`config.mk`:
```
export PLATFORM = sky130hd
export DESIGN_NAME = wfig_ctrl
export DESIGN_NICKNAME = d
export VERILOG_FILES = /design/src/design/windowed_flow_imbalance_guard_unit_defines.svh /design/src/design/wfig_pkg.sv /design/src/design/wfig_ctrl.sv
export SDC_FILE = /design/constraint.sdc
export NUM_CORES = 1
export LEC_CHECK = 0
export BUFFER_PORTS_ARGS = -buffer_cell sky130_fd_sc_hd__buf_2
export CORE_AREA = 3 3 40 42
export CTS_CLUSTER_DIAMETER = 120
export DETAILED_ROUTE_END_ITERATION = 10
export DIE_AREA = 0 0 43 45
export GPL_TIMING_DRIVEN = 0
export PLACE_DENSITY_LB_ADDON = 0.05
export REMOVE_ABC_BUFFERS = 1
export SLEW_MARGIN = 10
export SYNTH_ARGS = -nofsm -noshare
export SYNTH_HDL_FRONTEND = slang
export SYNTH_SLANG_ARGS = --single-unit
export TNS_END_PERCENT = 1
```
`constraint.sdc`:
```
create_clock -name clk -period 3.55 [get_ports clk]
set_clock_uncertainty 0.15 [all_clocks]
set_input_delay 0.71 -clock clk [delete_from_list [all_inputs] [get_ports clk]]
set_output_delay 0.71 -clock clk [all_outputs]
set_load 0.03 [all_outputs]
```
`src/design/windowed_flow_imbalance_guard_unit_defines.svh`:
```
// Assertion macros used by the guard unit's datapath; they sample on clk, disabled in reset.
`ifndef WINDOWED_FLOW_IMBALANCE_GUARD_UNIT_DEFINES_SVH
`define WINDOWED_FLOW_IMBALANCE_GUARD_UNIT_DEFINES_SVH

// Condition must hold whenever the antecedent holds in the same cycle.
`define WFIG_ASSERT_IMP(label, ante, cons) \
  label: assert property (@(posedge clk) disable iff (!rst_n) (ante) |-> (cons)) \
    else $error("wfig check failed");

// Condition must hold in the cycle after the antecedent.
`define WFIG_ASSERT_NXT(label, ante, cons) \
  label: assert property (@(posedge clk) disable iff (!rst_n) (ante) |=> (cons)) \
    else $error("wfig check failed");

`endif

```
`src/design/wfig_pkg.sv`:
```
// Shared types, widths and codes of the windowed flow imbalance guard.
`default_nettype none
package wfig_pkg;

  localparam int TIME_W     = 48;
  localparam int QTY_W      = 16;
  localparam int VOL_W      = 21;
  localparam int RATIO_W    = 29;
  localparam int WIN_W      = 16;
  localparam int FRAC_W     = 8;
  localparam int CFG_IDX_W  = 2;
  localparam int CFG_DATA_W = 29;
  localparam int MS_PER_S   = 1000;
  localparam int MS_W       = 10;

  localparam int DEF_KEYS    = 16;
  localparam int DEF_ENTRIES = 32;

  localparam logic [1:0] OP_FILL  = 2'd0;
  localparam logic [1:0] OP_QUERY = 2'd1;
  localparam logic [1:0] OP_CLEAR = 2'd2;
  localparam logic [1:0] OP_NONE  = 2'd3;

  localparam logic [CFG_IDX_W-1:0] REG_WINDOW    = 2'd0;
  localparam logic [CFG_IDX_W-1:0] REG_MIN_FLOW  = 2'd1;
  localparam logic [CFG_IDX_W-1:0] REG_THRESHOLD = 2'd2;

  localparam logic [WIN_W-1:0]   WINDOW_RST    = 16'd60;
  localparam logic [VOL_W-1:0]   MIN_FLOW_RST  = 21'd0;
  localparam logic [RATIO_W-1:0] THRESHOLD_RST = 29'd768;

  localparam logic [VOL_W-1:0]   VOL_MAX   = 21'h1FFFFF;
  localparam logic [RATIO_W-1:0] RATIO_ONE = 29'd256;

  typedef struct packed {
    logic [1:0]        operation;
    logic [3:0]        instrument;
    logic              side_no;
    logic [QTY_W-1:0]  quantity;
    logic [TIME_W-1:0] time_ms;
  } in_t;

  typedef struct packed {
    logic [VOL_W-1:0]   yes_vol;
    logic [VOL_W-1:0]   no_vol;
    logic [RATIO_W-1:0] ratio_q8;
    logic               imbalanced;
    logic               overflow;
  } out_t;

  typedef struct packed {
    logic accept;
    logic load;
    logic ovf_rd;
    logic ovf_chk;
    logic wr;
    logic init;
    logic scan;
    logic commit;
    logic emit;
  } cmd_t;

  typedef struct packed {
    logic ring_full;
    logic do_write;
    logic scan_done;
    logic div_done;
    logic out_free;
  } status_t;

endpackage
`default_nettype wire

```
`src/design/wfig_ctrl.sv`:
```
// Controller: sequences load, overflow check, append, scan, divide and result hand-off.
`default_nettype none
module wfig_ctrl (
  input  logic              clk,
  input  logic              rst_n,
  input  logic              in_valid,
  output logic              in_ready,
  input  wfig_pkg::status_t status,
  output wfig_pkg::cmd_t    cmd
);
  import wfig_pkg::*;

  typedef enum logic [3:0] {
    S_IDLE, S_LOAD, S_OVF_RD, S_OVF_CHK, S_WRITE, S_INIT, S_SCAN, S_COMMIT, S_DIV, S_DONE
  } state_t;

  state_t state_r;
  state_t state_nxt;
  logic   in_ready_r;

  always_comb begin
    state_nxt = state_r;
    cmd       = '0;
    unique case (state_r)
      S_IDLE: begin
        if (in_valid && in_ready_r) begin
          cmd.accept = 1'b1;
          state_nxt  = S_LOAD;
        end
      end
      S_LOAD: begin
        cmd.load = 1'b1;
        if (status.ring_full) begin
          state_nxt = S_OVF_RD;
        end else if (status.do_write) begin
          state_nxt = S_WRITE;
        end else begin
          state_nxt = S_INIT;
        end
      end
      S_OVF_RD: begin
        cmd.ovf_rd = 1'b1;
        state_nxt  = S_OVF_CHK;
      end
      S_OVF_CHK: begin
        cmd.ovf_chk = 1'b1;
        state_nxt   = S_WRITE;
      end
      S_WRITE: begin
        cmd.wr    = 1'b1;
        state_nxt = S_INIT;
      end
      S_INIT: begin
        cmd.init  = 1'b1;
        state_nxt = S_SCAN;
      end
      S_SCAN: begin
        cmd.scan = 1'b1;
        if (status.scan_done) begin
          state_nxt = S_COMMIT;
        end
      end
      S_COMMIT: begin
        cmd.commit = 1'b1;
        state_nxt  = S_DIV;
      end
      S_DIV: begin
        if (status.div_done) begin
          state_nxt = S_DONE;
        end
      end
      S_DONE: begin
        if (status.out_free) begin
          cmd.emit  = 1'b1;
          state_nxt = S_IDLE;
        end
      end
      default: state_nxt = S_IDLE;
    endcase
  end

  always_ff @(posedge clk) begin
    if (!rst_n) begin
      state_r    <= S_IDLE;
      in_ready_r <= 1'b0;
    end else begin
      state_r    <= state_nxt;
      in_ready_r <= (state_nxt == S_IDLE) && !(state_r == S_IDLE && in_valid && in_ready_r);
    end
  end

  assign in_ready = in_ready_r;

endmodule
`default_nettype wire

```
==> run_summary.xml <==
<?xml version="1.0" encoding="UTF-8"?>
<metrics>
  <group name="finish">
    <metric name="most-common-layout-cells" unit="">buf_2, dfxtp_1, nor3_1, inv_1, clkbuf_4</metric>
    <metric name="postLayoutCellArea" unit="µm²">488.0</metric>
    <metric name="n_fill_cell" unit="">147</metric>
    <metric name="antenna_cells_inserted" unit="">0</metric>
    <metric name="final_layout_size_suffix_gt1_share" unit="%">38.33</metric>
    <metric name="leading_cell_type_in_the_layout_fill_and_taps_excluded" unit="">buf_2</metric>
    <metric name="post_layout_nonfiller_instances" unit="">75</metric>
    <metric name="final_net_count" unit="">69</metric>
    <metric name="area_growth" unit="%">26.21</metric>
    <metric name="multi_input_comb_area" unit="µm²">246.5</metric>
    <metric name="area_taken_by_flip_flops_and_latches" unit="µm²">100.1</metric>
  </group>
  <group name="clock_tree">
    <metric name="worst_setup_hold_path_clk_slew" unit="ns">0.04</metric>
    <metric name="ctsHoldBuffers" unit="">0</metric>
    <metric name="cts.root.buffer_cell" unit="">clkbuf_4</metric>
    <metric name="clock_network_latency_to_the_later_pin_of_the_worst_skew_pair" unit="ns">0.23</metric>
    <metric name="cts_tree" unit="">done</metric>
    <metric name="number_of_buffers_inserted_during_clock_tree_synthesis" unit="">3</metric>
    <metric name="tritoncts_num_sinks" unit="">5</metric>
    <metric name="post_cts.resized_instances" unit="">0</metric>
    <metric name="cts_buffer_depth" unit="">2</metric>
    <metric name="ctsHtreeMaxLevel" unit="">1</metric>
    <metric name="post-cts-setup-buffer-count" unit="">0</metric>
  </group>
  <group name="place">
    <metric name="port-buffer-count" unit="">17</metric>
    <metric name="gp_congestion" unit="">0.6807</metric>
    <metric name="dpl_worst_slack" unit="ns">1.416</metric>
    <metric name="dp_hpwl" unit="µm">748</metric>
    <metric name="dpl-instance-area" unit="µm²">461.7</metric>
    <metric name="place_inst" unit="">71</metric>
  </group>
  <group name="route">
    <metric name="drt_iter0_markers" unit="">0</metric>
    <metric name="final_antenna_net_count" unit="">0</metric>
    <metric name="detail_route.drc_violations" unit="">0</metric>
    <metric name="vias" unit="">374</metric>
    <metric name="vias_per_cell" unit="">4.987</metric>
    <metric name="routedWlPerCell" unit="µm">13.20</metric>
    <metric name="wl" unit="µm">990</metric>
    <metric name="drt_pass1_iterations" unit="">1</metric>
  </group>
  <group name="job">
    <metric name="maxCapViolations" unit="">0</metric>
  </group>
  <group name="synth">
    <metric name="synth_top_family_by_area" unit="">simple AND/OR/NAND/NOR gates</metric>
    <metric name="synth-adder-area-share" unit="%">0</metric>
    <metric name="yosys_warnings" unit="">0</metric>
    <metric name="synthesis.instances" unit="">43</metric>
    <metric name="synth.top_cells.by_area" unit="">dfxtp_1, nor4bb_4, nor3_1, nor4b_2, o21a_1</metric>
    <metric name="postSynthRegisterBits" unit="">5</metric>
    <metric name="synth.yosys.seq_area_share" unit="%">25.89</metric>
    <metric name="post_synth_and_or_nand_nor_area_fraction" unit="%">38.51</metric>
    <metric name="synth_flop_cell" unit="">dfxtp_1</metric>
    <metric name="edff_count_synth" unit="">0</metric>
    <metric name="post-synth-top-area-fraction" unit="%">25.89</metric>
    <metric name="yosys.area_share.xor_xnor" unit="%">0</metric>
    <metric name="postSynthAreaPerCell" unit="µm²">8.991</metric>
    <metric name="compound_cell_area_share_of_the_yosys_netlist" unit="%">25.24</metric>
    <metric name="ys_types" unit="">30</metric>
    <metric name="netlist_area" unit="µm²">386.6</metric>
    <metric name="post_synth_mux_area_share" unit="%">0</metric>
    <metric name="synth_largest_area_cell" unit="">dfxtp_1</metric>
    <metric name="postSynth.asyncResetShare" unit="%">0</metric>
  </group>
  <group name="critical_path">
    <metric name="kind_of_capture_point_of_the_worst_setup_path" unit="">output port</metric>
    <metric name="worst_ep_required_time" unit="ns">2.69</metric>
    <metric name="timing.critical_path.cells" unit="">or2b_1 -&gt; nor2_1 -&gt; buf_2</metric>
    <metric name="worst_path_fanout_max" unit="">14</metric>
    <metric name="timing.critical_path.from_type" unit="">flop</metric>
    <metric name="timing.critical_path.arrival" unit="ns">1.52</metric>
    <metric name="path_buf_inv" unit="">1</metric>
    <metric name="critical_path.top_delay_family" unit="">flip-flops</metric>
    <metric name="crit_path_max_incr_delay" unit="ns">0.59</metric>
    <metric name="cpMaxStageDelayCell" unit="">dfxtp_1</metric>
    <metric name="path_class" unit="">reg2out</metric>
  </group>
  <group name="timing">
    <metric name="maximum_clock_frequency" unit="MHz">419.6</metric>
    <metric name="setup-violations-final" unit="">0</metric>
    <metric name="hold_slack" unit="ns">0.4690</metric>
    <metric name="finalMaxSlewViolations" unit="">0</metric>
    <metric name="finalSetupTns" unit="ns">0</metric>
    <metric name="final-hold-violation-count" unit="">0</metric>
    <metric name="grt_setup_unrepaired" unit="">no</metric>
    <metric name="tightestPinTransition" unit="ns">0.4718</metric>
    <metric name="final_critical_path_setup_slack" unit="ns">1.167</metric>
    <metric name="max_slew_margin" unit="%">68.47</metric>
    <metric name="fin_crit" unit="ns">2.383</metric>
    <metric name="finalCritPeriodShare" unit="%">67.13</metric>
  </group>
  <group name="floorplan">
    <metric name="die-width" unit="µm">43</metric>
    <metric name="area_of_the_core" unit="mm²">0.001285</metric>
    <metric name="fp.dieArea" unit="mm²">0.001935</metric>
    <metric name="die-height" unit="µm">45</metric>
    <metric name="ioPinCount" unit="">18</metric>
    <metric name="initial_cell_density_of_the_core" unit="%">30.09</metric>
    <metric name="rows" unit="">13</metric>
  </group>
  <group name="pwr">
    <metric name="vdd_ir_drop_max" unit="mV">0.1769</metric>
    <metric name="power.density_cell_area" unit="mW/mm²">466.7</metric>
    <metric name="total_leakage_power" unit="µW">0.0002043</metric>
  </group>
  <group name="global_route">
    <metric name="globalRouteTotalUtil" unit="%">10.90</metric>
    <metric name="grt_max_degree" unit="">15</metric>
    <metric name="via_count_of_the_first_global_routing_pass" unit="">358</metric>
    <metric name="grt_remaining_overflow" unit="">0</metric>
    <metric name="antenna_found_initial" unit="">0</metric>
    <metric name="grt_pass1_wl" unit="mm">1.573</metric>
  </group>
  <group name="run_status">
    <metric name="outcome" unit="">finished clean</metric>
  </group>
  <group name="hold_path">
    <metric name="holdCritPathClass" unit="">reg2reg</metric>
  </group>
</metrics>
==> cells in the mapped netlist, drive strengths merged (2+ instances only) <==
cell / number
o21a: 2
buf: 4
nor3: 3
nand2: 2
nor2: 2
dfxtp: 5
nor2b: 2
nor4b: 2
inv: 3
==> metrics by stage <==
step	util [%]	total power (µW)
2_1_floorplan	-	139.9
3_3_place_gp	35.93	163.7
3_5_place_dp	35.93	166.4
4_1_cts	37.97	232.1
5_1_grt	37.97	246.7
6_report	37.97	227.7
==> state kept, by name, indices dropped and copies added, names as in the netlist <==
name and flops:
in_ready 1, state_r 4
==> tightest hold or removal path, cell delays in order, from the launching register on <==
cell and delay (ns):
dfxtp_1 0.31, and3_1 0.19, nor4b_1 0.06
==> where the power goes <==
part | internal [µW] | switching, µW | total, µW
sequential | 65.2 | 20.9 | 86.1
clock | 42.3 | 20.6 | 62.9
combinational | 35.5 | 43.2 | 78.7
==> cell families after synthesis <==
group | after synthesis
simple gates | 20
compound gates | 11
buf+inv | 7
flops | 5
==> per-layer routing <==
metal	wire (µm)	vias up	GRT usage (%)
met4	0	0	9.036
met3	53	0	2.390
met2	473	8	16.17
met1	463	171	13.46
met5	0	-	0
li1	-	195	-
==> cell type report <==
cell class / instances / share of cell area (%)
inverter: 3 / 2.308
multi-input combinational: 31 / 50.51
clock buffer: 4 / 5.385
sequential: 5 / 20.51
timing repair buffer: 17 / 17.44
tap: 15 / 3.846
==> path summary, 6_finish.rpt <==
check / from / endpoint / slack, ns / cells past startpoint
setup / recovery: state_r[2] / cmd[1] / 1.17 / 3
hold / removal: in_ready / in_ready / 0.47 / 2
setup reg to reg: state_r[0] / state_r[0] / 1.93 / 3
hold reg to reg: in_ready / in_ready / 0.47 / 2
Note: power is estimated with default switching activity, not from simulation.
